### src/sv/exlex_pkg.sv
// Shared types, token and mode codes, and character tables for the expression lexer.
`default_nettype none
package exlex_pkg;

  // Field widths
  localparam int CharW   = 8;
  localparam int KindW   = 5;
  localparam int StartW  = 16;
  localparam int LenW    = 16;
  localparam int PosBits = 16;
  localparam int ModeW   = 4;

  // Result queue geometry
  localparam int FifoDepth = 4;
  localparam int FifoPtrW  = $clog2(FifoDepth);
  localparam int FifoCntW  = $clog2(FifoDepth + 1);

  localparam logic [LenW-1:0] LenMax = {LenW{1'b1}};

  // Scanner modes
  localparam logic [ModeW-1:0] MODE_IDLE  = 4'd0;
  localparam logic [ModeW-1:0] MODE_INT   = 4'd1;
  localparam logic [ModeW-1:0] MODE_IDENT = 4'd2;
  localparam logic [ModeW-1:0] MODE_MINUS = 4'd3;
  localparam logic [ModeW-1:0] MODE_COLON = 4'd4;
  localparam logic [ModeW-1:0] MODE_EQ    = 4'd5;
  localparam logic [ModeW-1:0] MODE_BANG  = 4'd6;
  localparam logic [ModeW-1:0] MODE_GT    = 4'd7;
  localparam logic [ModeW-1:0] MODE_LT    = 4'd8;

  // Token kinds
  localparam logic [KindW-1:0] TK_END     = 5'd0;
  localparam logic [KindW-1:0] TK_INT     = 5'd1;
  localparam logic [KindW-1:0] TK_IDENT   = 5'd2;
  localparam logic [KindW-1:0] TK_PLUS    = 5'd3;
  localparam logic [KindW-1:0] TK_MINUS   = 5'd4;
  localparam logic [KindW-1:0] TK_ARROW   = 5'd5;
  localparam logic [KindW-1:0] TK_STAR    = 5'd6;
  localparam logic [KindW-1:0] TK_SLASH   = 5'd7;
  localparam logic [KindW-1:0] TK_LCURLY  = 5'd8;
  localparam logic [KindW-1:0] TK_RCURLY  = 5'd9;
  localparam logic [KindW-1:0] TK_LROUND  = 5'd10;
  localparam logic [KindW-1:0] TK_RROUND  = 5'd11;
  localparam logic [KindW-1:0] TK_COMMA   = 5'd12;
  localparam logic [KindW-1:0] TK_COLON   = 5'd13;
  localparam logic [KindW-1:0] TK_DECLARE = 5'd14;
  localparam logic [KindW-1:0] TK_REBIND  = 5'd15;
  localparam logic [KindW-1:0] TK_EQ      = 5'd16;
  localparam logic [KindW-1:0] TK_NOT     = 5'd17;
  localparam logic [KindW-1:0] TK_NEQ     = 5'd18;
  localparam logic [KindW-1:0] TK_GT      = 5'd19;
  localparam logic [KindW-1:0] TK_GEQ     = 5'd20;
  localparam logic [KindW-1:0] TK_LT      = 5'd21;
  localparam logic [KindW-1:0] TK_LEQ     = 5'd22;
  localparam logic [KindW-1:0] TK_INVALID = 5'd23;

  // Characters
  localparam logic [CharW-1:0] CH_PLUS   = 8'h2B;
  localparam logic [CharW-1:0] CH_MINUS  = 8'h2D;
  localparam logic [CharW-1:0] CH_GT     = 8'h3E;
  localparam logic [CharW-1:0] CH_LT     = 8'h3C;
  localparam logic [CharW-1:0] CH_EQ     = 8'h3D;
  localparam logic [CharW-1:0] CH_BANG   = 8'h21;
  localparam logic [CharW-1:0] CH_STAR   = 8'h2A;
  localparam logic [CharW-1:0] CH_SLASH  = 8'h2F;
  localparam logic [CharW-1:0] CH_LCURLY = 8'h7B;
  localparam logic [CharW-1:0] CH_RCURLY = 8'h7D;
  localparam logic [CharW-1:0] CH_LROUND = 8'h28;
  localparam logic [CharW-1:0] CH_RROUND = 8'h29;
  localparam logic [CharW-1:0] CH_COMMA  = 8'h2C;
  localparam logic [CharW-1:0] CH_COLON  = 8'h3A;

  typedef struct packed {
    logic [CharW-1:0] char_byte;
    logic             end_marker;
  } exlex_in_t;

  typedef struct packed {
    logic [KindW-1:0]  token_kind;
    logic [StartW-1:0] token_start;
    logic [LenW-1:0]   token_length;
    logic              last_of_run;
  } exlex_tok_t;

  // Tokens produced by one request, in output order
  typedef struct packed {
    logic       push0;
    logic       push1;
    exlex_tok_t tok0;
    exlex_tok_t tok1;
  } exlex_push_t;

  function automatic logic is_digit(input logic [CharW-1:0] c);
    return (c >= 8'h30) && (c <= 8'h39);
  endfunction

  function automatic logic is_alpha(input logic [CharW-1:0] c);
    return ((c >= 8'h61) && (c <= 8'h7A)) || ((c >= 8'h41) && (c <= 8'h5A));
  endfunction

  function automatic logic is_space(input logic [CharW-1:0] c);
    return (c == 8'h20) || ((c >= 8'h09) && (c <= 8'h0D));
  endfunction

  function automatic logic is_op_mode(input logic [ModeW-1:0] m);
    return (m >= MODE_MINUS) && (m <= MODE_LT);
  endfunction

  // Kind of a held operator when no pair forms
  function automatic logic [KindW-1:0] op_single_kind(input logic [ModeW-1:0] m);
    logic [KindW-1:0] k;
    case (m)
      MODE_MINUS: k = TK_MINUS;
      MODE_COLON: k = TK_COLON;
      MODE_EQ:    k = TK_REBIND;
      MODE_BANG:  k = TK_NOT;
      MODE_GT:    k = TK_GT;
      MODE_LT:    k = TK_LT;
      default:    k = TK_INVALID;
    endcase
    return k;
  endfunction

  // Second character that completes a held operator
  function automatic logic [CharW-1:0] op_pair_char(input logic [ModeW-1:0] m);
    return (m == MODE_MINUS) ? CH_GT : CH_EQ;
  endfunction

  function automatic logic [KindW-1:0] op_pair_kind(input logic [ModeW-1:0] m);
    logic [KindW-1:0] k;
    case (m)
      MODE_MINUS: k = TK_ARROW;
      MODE_COLON: k = TK_DECLARE;
      MODE_EQ:    k = TK_EQ;
      MODE_BANG:  k = TK_NEQ;
      MODE_GT:    k = TK_GEQ;
      MODE_LT:    k = TK_LEQ;
      default:    k = TK_INVALID;
    endcase
    return k;
  endfunction

  // Mode entered by a character that may start a pair, else idle
  function automatic logic [ModeW-1:0] hold_mode(input logic [CharW-1:0] c);
    logic [ModeW-1:0] m;
    case (c)
      CH_MINUS: m = MODE_MINUS;
      CH_COLON: m = MODE_COLON;
      CH_EQ:    m = MODE_EQ;
      CH_BANG:  m = MODE_BANG;
      CH_GT:    m = MODE_GT;
      CH_LT:    m = MODE_LT;
      default:  m = MODE_IDLE;
    endcase
    return m;
  endfunction

  // Kind of a single-character token that is emitted at once
  function automatic logic [KindW-1:0] single_kind(input logic [CharW-1:0] c);
    logic [KindW-1:0] k;
    case (c)
      CH_PLUS:   k = TK_PLUS;
      CH_STAR:   k = TK_STAR;
      CH_SLASH:  k = TK_SLASH;
      CH_LCURLY: k = TK_LCURLY;
      CH_RCURLY: k = TK_RCURLY;
      CH_LROUND: k = TK_LROUND;
      CH_RROUND: k = TK_RROUND;
      CH_COMMA:  k = TK_COMMA;
      default:   k = TK_INVALID;
    endcase
    return k;
  endfunction

endpackage
`default_nettype wire

### src/sv/exlex_scan.sv
// Scanner state and the per-byte token logic.
`default_nettype none
module exlex_scan (
  input  wire                   clk,
  input  wire                   rst_n,
  input  wire                   advance,
  input  exlex_pkg::exlex_in_t  req,
  output exlex_pkg::exlex_push_t push
);

  logic [exlex_pkg::ModeW-1:0]   mode_r, mode_nxt;
  logic [exlex_pkg::StartW-1:0]  pstart_r, pstart_nxt;
  logic [exlex_pkg::LenW-1:0]    plen_r, plen_nxt;
  logic [exlex_pkg::PosBits-1:0] pos_r, pos_nxt;

  logic [exlex_pkg::CharW-1:0]  c;
  logic [exlex_pkg::StartW-1:0] pos_start;
  logic                         dig, alp, spc;
  logic [exlex_pkg::LenW-1:0]   plen_inc;

  exlex_pkg::exlex_tok_t flush_tok, second_tok;
  logic                  flush_v, second_v;
  logic [exlex_pkg::ModeW-1:0] held;

  always_comb begin
    c         = req.char_byte;
    pos_start = exlex_pkg::StartW'(pos_r);
    dig       = exlex_pkg::is_digit(c);
    alp       = exlex_pkg::is_alpha(c);
    spc       = exlex_pkg::is_space(c);
    held      = exlex_pkg::hold_mode(c);
    plen_inc  = (plen_r == exlex_pkg::LenMax) ? plen_r : plen_r + 1'b1;

    // Token held in the state, if any
    flush_tok.token_start = pstart_r;
    flush_tok.last_of_run = 1'b0;
    flush_v = 1'b1;
    case (mode_r)
      exlex_pkg::MODE_INT: begin
        flush_tok.token_kind   = exlex_pkg::TK_INT;
        flush_tok.token_length = plen_r;
      end
      exlex_pkg::MODE_IDENT: begin
        flush_tok.token_kind   = exlex_pkg::TK_IDENT;
        flush_tok.token_length = plen_r;
      end
      default: begin
        flush_tok.token_kind   = exlex_pkg::op_single_kind(mode_r);
        flush_tok.token_length = exlex_pkg::LenW'(1);
        flush_v = exlex_pkg::is_op_mode(mode_r);
      end
    endcase

    second_tok.token_kind   = exlex_pkg::single_kind(c);
    second_tok.token_start  = pos_start;
    second_tok.token_length = exlex_pkg::LenW'(1);
    second_tok.last_of_run  = 1'b1;
    second_v   = 1'b0;
    mode_nxt   = mode_r;
    pstart_nxt = pstart_r;
    plen_nxt   = plen_r;
    pos_nxt    = pos_r + 1'b1;

    if (req.end_marker) begin
      // Flush, then end token; restart position
      second_tok.token_kind   = exlex_pkg::TK_END;
      second_tok.token_length = '0;
      second_v = 1'b1;
      mode_nxt = exlex_pkg::MODE_IDLE;
      plen_nxt = '0;
      pos_nxt  = '0;
    end else if ((mode_r == exlex_pkg::MODE_INT && dig) ||
                 (mode_r == exlex_pkg::MODE_IDENT && (dig || alp))) begin
      // Extend the run
      flush_v  = 1'b0;
      plen_nxt = plen_inc;
    end else if (exlex_pkg::is_op_mode(mode_r) && c == exlex_pkg::op_pair_char(mode_r)) begin
      // Complete a two-character operator
      flush_tok.token_kind   = exlex_pkg::op_pair_kind(mode_r);
      flush_tok.token_length = exlex_pkg::LenW'(2);
      mode_nxt = exlex_pkg::MODE_IDLE;
      plen_nxt = '0;
    end else begin
      // Flush, then scan the byte from idle
      mode_nxt = exlex_pkg::MODE_IDLE;
      plen_nxt = '0;
      if (spc) begin
        second_v = 1'b0;
      end else if (dig || alp) begin
        mode_nxt   = dig ? exlex_pkg::MODE_INT : exlex_pkg::MODE_IDENT;
        pstart_nxt = pos_start;
        plen_nxt   = exlex_pkg::LenW'(1);
      end else if (held != exlex_pkg::MODE_IDLE) begin
        mode_nxt   = held;
        pstart_nxt = pos_start;
        plen_nxt   = exlex_pkg::LenW'(1);
      end else begin
        second_v = 1'b1;
      end
    end

    // Pack in order; the last token of the request is marked
    push.push0 = flush_v || second_v;
    push.push1 = flush_v && second_v;
    push.tok0  = flush_v ? flush_tok : second_tok;
    push.tok0.last_of_run = !(flush_v && second_v);
    push.tok1  = second_tok;
  end

  always_ff @(posedge clk) begin
    if (!rst_n) begin
      mode_r   <= exlex_pkg::MODE_IDLE;
      pstart_r <= '0;
      plen_r   <= '0;
      pos_r    <= '0;
    end else if (advance) begin
      mode_r   <= mode_nxt;
      pstart_r <= pstart_nxt;
      plen_r   <= plen_nxt;
      pos_r    <= pos_nxt;
    end
  end

endmodule
`default_nettype wire

### src/sv/exlex_fifo.sv
// Small token queue: takes up to two tokens a cycle, hands out one.
`default_nettype none
module exlex_fifo (
  input  wire                     clk,
  input  wire                     rst_n,
  input  exlex_pkg::exlex_push_t  push,
  input  wire                     pop,
  output logic                    room2,
  output logic                    not_empty,
  output exlex_pkg::exlex_tok_t   head
);

  exlex_pkg::exlex_tok_t mem_r [exlex_pkg::FifoDepth];
  logic [exlex_pkg::FifoPtrW-1:0] wp_r, wp_nxt, rp_r, rp_nxt;
  logic [exlex_pkg::FifoCntW-1:0] cnt_r, cnt_nxt;
  logic [exlex_pkg::FifoPtrW-1:0] wp1;
  logic do_pop;

  always_comb begin
    do_pop    = pop && (cnt_r != '0);
    wp1       = wp_r + 1'b1;
    wp_nxt    = wp_r + exlex_pkg::FifoPtrW'(push.push0) + exlex_pkg::FifoPtrW'(push.push1);
    rp_nxt    = rp_r + exlex_pkg::FifoPtrW'(do_pop);
    cnt_nxt   = cnt_r + exlex_pkg::FifoCntW'(push.push0) + exlex_pkg::FifoCntW'(push.push1)
                - exlex_pkg::FifoCntW'(do_pop);
    room2     = cnt_r <= exlex_pkg::FifoCntW'(exlex_pkg::FifoDepth - 2);
    not_empty = cnt_r != '0;
    head      = mem_r[rp_r];
  end

  // Store tokens
  always_ff @(posedge clk) begin
    if (push.push0) begin
      mem_r[wp_r] <= push.tok0;
    end
    if (push.push1) begin
      mem_r[wp1] <= push.tok1;
    end
  end

  // Advance pointers
  always_ff @(posedge clk) begin
    if (!rst_n) begin
      wp_r  <= '0;
      rp_r  <= '0;
      cnt_r <= '0;
    end else begin
      wp_r  <= wp_nxt;
      rp_r  <= rp_nxt;
      cnt_r <= cnt_nxt;
    end
  end

endmodule
`default_nettype wire

### src/sv/expression_lexer.sv
// Expression lexer: byte stream in, tokens out through a small result queue.
// A token shows once the request that ends it has passed the input stage into the queue.
// One byte per cycle while the queue has room for two; a byte or end request may yield
// up to two tokens; they leave a four-entry queue at one per cycle while out_ready is high.
// Reset (synchronous, rst_n low): scanner idle, position zero, queue and input stage empty.
`default_nettype none
module expression_lexer (
  input  wire                    clk,
  input  wire                    rst_n,
  input  wire                    in_valid,
  output logic                   in_ready,
  input  exlex_pkg::exlex_in_t   in_data,
  output logic                   out_valid,
  input  wire                    out_ready,
  output exlex_pkg::exlex_tok_t  out_data
);

  logic                  in_v_r, in_v_nxt;
  exlex_pkg::exlex_in_t  in_d_r;
  logic                  advance, room2;
  exlex_pkg::exlex_push_t push, push_gated;

  // Process the held request when the queue can take two tokens
  always_comb begin
    advance  = in_v_r && room2;
    in_ready = !in_v_r || advance;
    in_v_nxt = in_ready ? in_valid : in_v_r;
    push_gated       = push;
    push_gated.push0 = push.push0 && advance;
    push_gated.push1 = push.push1 && advance;
  end

  always_ff @(posedge clk) begin
    if (!rst_n) begin
      in_v_r <= 1'b0;
    end else begin
      in_v_r <= in_v_nxt;
    end
  end

  always_ff @(posedge clk) begin
    if (in_ready && in_valid) begin
      in_d_r <= in_data;
    end
  end

  exlex_scan u_scan (
    .clk     (clk),
    .rst_n   (rst_n),
    .advance (advance),
    .req     (in_d_r),
    .push    (push)
  );

  exlex_fifo u_fifo (
    .clk       (clk),
    .rst_n     (rst_n),
    .push      (push_gated),
    .pop       (out_ready),
    .room2     (room2),
    .not_empty (out_valid),
    .head      (out_data)
  );

endmodule
`default_nettype wire

### config.mk
export PLATFORM = sky130hd
export DESIGN_NAME = expression_lexer
export DESIGN_NICKNAME = d
export VERILOG_FILES = /design/src/sv/exlex_pkg.sv /design/src/sv/exlex_scan.sv /design/src/sv/exlex_fifo.sv /design/src/sv/expression_lexer.sv
export SDC_FILE = /design/constraint.sdc
export NUM_CORES = 1
export LEC_CHECK = 0
export BUFFER_PORTS_ARGS = -buffer_cell sky130_fd_sc_hd__buf_2
export CELL_PAD_IN_SITES_DETAIL_PLACEMENT = 1
export CELL_PAD_IN_SITES_GLOBAL_PLACEMENT = 1
export CORE_MARGIN = 4
export CORE_UTILIZATION = 50
export DETAILED_ROUTE_END_ITERATION = 12
export GPL_TIMING_DRIVEN = 0
export PLACE_DENSITY_LB_ADDON = 0.1
export SYNTH_ARGS = -nofsm -noshare
export SYNTH_HDL_FRONTEND = slang
export SYNTH_SLANG_ARGS = --single-unit
### constraint.sdc
create_clock -name clk -period 4.7 [get_ports clk]
set_input_delay 0.235 -clock clk [delete_from_list [all_inputs] [get_ports clk]]
set_output_delay 0.235 -clock clk [all_outputs]
set_load 0.02 [all_outputs]
==> impl_metrics.json <==
{
  "wl_met1_um": 14200,
  "top_layer": "met4",
  "status": "finished, final reports clean",
  "fin_worst_hold_slack_ns": 0.159,
  "fin_tns_setup_ns": 0,
  "synth_ff_type": "dfxtp_1",
  "critPathRequiredTime_ns": 4.71,
  "critical_path.max_stage_delay_ns": 0.77,
  "vias_per_cell": 6.24,
  "power_mw": 5.10,
  "rows": 53,
  "slowest_stage": "nand2_1",
  "powerDensity_nw_per_um2": 414,
  "pwr-share-clk_pct": 37.0,
  "cts_tree": "done",
  "clkTransAtPathRegs_ns": 0.06,
  "cts_max_level": 1,
  "relSlewSlack_pct": 15.2,
  "ys_warn_count": 0,
  "finalWorstSetupSlack_ns": 0.440,
  "path_cells": "clkbuf_1 -> xor2_1 -> nand4_1 -> o31ai_1 -> nand2_1 -> nand3_1 -> clkbuf_1 -> nand2b_1 -> nand2_1",
  "num-fill-cells": 2313,
  "antenna_found_initial": 0,
  "fin_crit_ns": 4.26,
  "final_nets": 1090,
  "synth_area_leaders": "edfxtp_1 27%, dfxtp_1 23%, mux4_2 7.9%",
  "path_class": "reg -> reg",
  "root_buffer": "clkbuf_16",
  "worst_setup_path_end_kind": "flop",
  "worstPathMaxFanout": 22,
  "drive_gt1_share_pct": 15.6,
  "drtPass1Iterations": 5,
  "slew_violations": 0,
  "final_common_cell": "dfxtp_1",
  "die_h_um": 155,
  "gr-total-overflow": 0,
  "syn_area_um2": 10800,
  "wl_per_cell_um": 23.6,
  "seqPwrFrac_pct": 42.0,
  "post-place-ws_ns": 0.528,
  "hp-class": "in -> reg",
  "num_antenna_cells": 0,
  "grt_pass1_vias": 8841,
  "maxCapViolCount": 0,
  "finalNonFillerCells": 1364,
  "start_util_pct": 51.1,
  "synth.top_cell.area_share_pct": 27.0,
  "dieArea_um2": 24000,
  "first_iter_violations": 674,
  "dr_total_vias": 8514,
  "setup_viol": 0,
  "critPathLaunchType": "flop",
  "tightestPinTransition_ns": 1.26,
  "cts_max_path_buffers": 3,
  "fp.coreArea_um2": 21200,
  "ir_worst_vdd_v": 0.000252,
  "p_switching_mw": 1.52,
  "hold_viol": 0,
  "cts.sinks": 221,
  "ys_ff_latch": 221,
  "final_cell_mix": "124 x dfxtp_1, 97 x edfxtp_1, 71 x o21ai_0",
  "synthToLayoutAreaGrowth_pct": 13.9,
  "grt_first_pass_wirelength_um": 51000,
  "p_int_mw": 3.58,
  "syn_avg_cell_area_um2": 11.0,
  "yosysSeqAreaShare_pct": 49.9,
  "ios": 53,
  "drc": 0,
  "max_freq_ghz": 0.235,
  "clk_latency_ns": 0.53,
  "synth_edf_count": 97,
  "grt_setup_unrepaired": "false",
  "fin_crit_sh_pct": 90.6,
  "gp_congestion": 0.836,
  "die-width_um": 155,
  "leakagePower_nw": 4.32,
  "syn-instance-count": 979,
  "synthArstFlopShare_pct": 0,
  "dpl.hpwl_um": 22200,
  "grt_usage_pct": 26.8,
  "ys_types": 76,
  "wl_met3_um": 2320,
  "postSynthNetCount": 1000,
  "combPwrFrac_pct": 21.0,
  "crit_arrival_ns": 4.27,
  "routed_wirelength_um": 32200,
  "routed-wl-met2_um": 15000,
  "yosys.area.top_type": "edfxtp_1",
  "place_inst": 1306,
  "ant_nets": 0,
  "switching_share_pct": 29.9,
  "fin_skew_ns": 0.0138,
  "cts_buffers": 26,
  "grt_max_degree": 23,
  "port_buffers": 52
}
-- final timing paths --
| path | start | end | slack [ns] | depth (start not counted) |
|---|---|---|---|---|
| worst max register to register | u_scan.mode_r[1] | u_fifo.mem_r[1][22] | 0.44 | 9 |
| worst min-delay path | rst_n | u_scan.mode_r[1] | 0.16 | 3 |
| worst min register to register | u_fifo.mem_r[2][7] | u_fifo.mem_r[2][7] | 0.47 | 1 |
| worst max-delay path | u_scan.mode_r[1] | u_fifo.mem_r[1][22] | 0.44 | 9 |
-- sequential cells by signal, summed over array words and instances (netlist names) --
| signal | flops |
|---|---|
| u_fifo.wp_r | 2 |
| u_fifo.mem_r | 152 |
| u_fifo.rp_r | 2 |
| u_scan.plen_r | 16 |
| in_d_r | 9 |
| u_scan.mode_r | 4 |
| u_scan.pstart_r | 16 |
| in_v_r | 1 |
| u_fifo.cnt_r | 3 |
| u_scan.pos_r | 16 |
-- routing by layer --
metal	global-route usage [%]	vias up
li1	-	3885
met1	37.9	4281
met2	43.3	302
met3	4.51	46
met4	6.81	0
met5	0	-
-- cell families (layout without fill, tap and decap cells) --
family,count (synthesis),count (layout),synth area share [%]
muxes,70,70,10.9
and+or+nand+nor,268,268,13.4
DFF,221,221,49.9
AOI/OAI and AO/OA,277,277,17.9
adders and majority gates,8,8,1.13
buffers and inverters,106,216,4.39
xor gates and xnor gates,29,29,2.35
-- power by group through the flow --
stage | Clock, mW | Combinational (mW) | Sequential, mW
final | 1.89 | 1.07 | 2.14
after CTS | 1.91 | 1.07 | 2.14
after global placement | 0 | 1.04 | 2.18
after global routing | 2.01 | 1.15 | 2.15
after floorplan | 0 | 0.739 | 2.16
after detailed placement | 0 | 1.06 | 2.18
-- area by class of cell --
class                           count  area [um^2]  area share [%]
Buffer                             87          403            3.27
Clock buffer                       37          702            5.70
Clock inverter                     11         95.1           0.773
Inverter                           19         71.3           0.580
Multi-Input combinational cell    652         4930            40.1
Sequential cell                   221         5400            43.8
Tap cell                          275          344            2.80
Timing Repair Buffer               62          360            2.93
-- critical path: cells and delay by family, from the launching register on --
kind            cells  cell delay [ns]
simple gates        5             2.06
buf+inv             2             0.76
xor+xnor            1             0.37
flops               1             0.36
compound gates      1             0.18
-- cell usage after synthesis, types with 9 or more instances --
master     number
a21oi_1        46
a22o_1         65
and2_1         18
buf_2          16
clkbuf_1       58
dfxtp_1       124
edfxtp_1       97
inv_1          19
mux2i_1        31
mux4_2         38
nand2_1        59
nand3_1        24
nor2_1         48
nor2b_1        25
nor3_1          9
o21ai_0        71
o22ai_1        28
o2bb2ai_1      15
or3_1          33
xnor2_1        11
xor2_1         18
-- metrics by stage --
stage,util (%),area [um^2]
after detailed placement,53.9,11400
after CTS,58.2,12300
final,58.2,12300
after global placement,53.9,11400
after floorplan,-,10800
after global routing,58.2,12300
-- repair_timing --
action                                 4_1_cts  5_1_grt
endpoints found under the hold margin       10        0
hold buffers                                10        0
buffers inserted                             0        0
gates resized for setup                      0        0
Power figures use the tool's default switching activity.
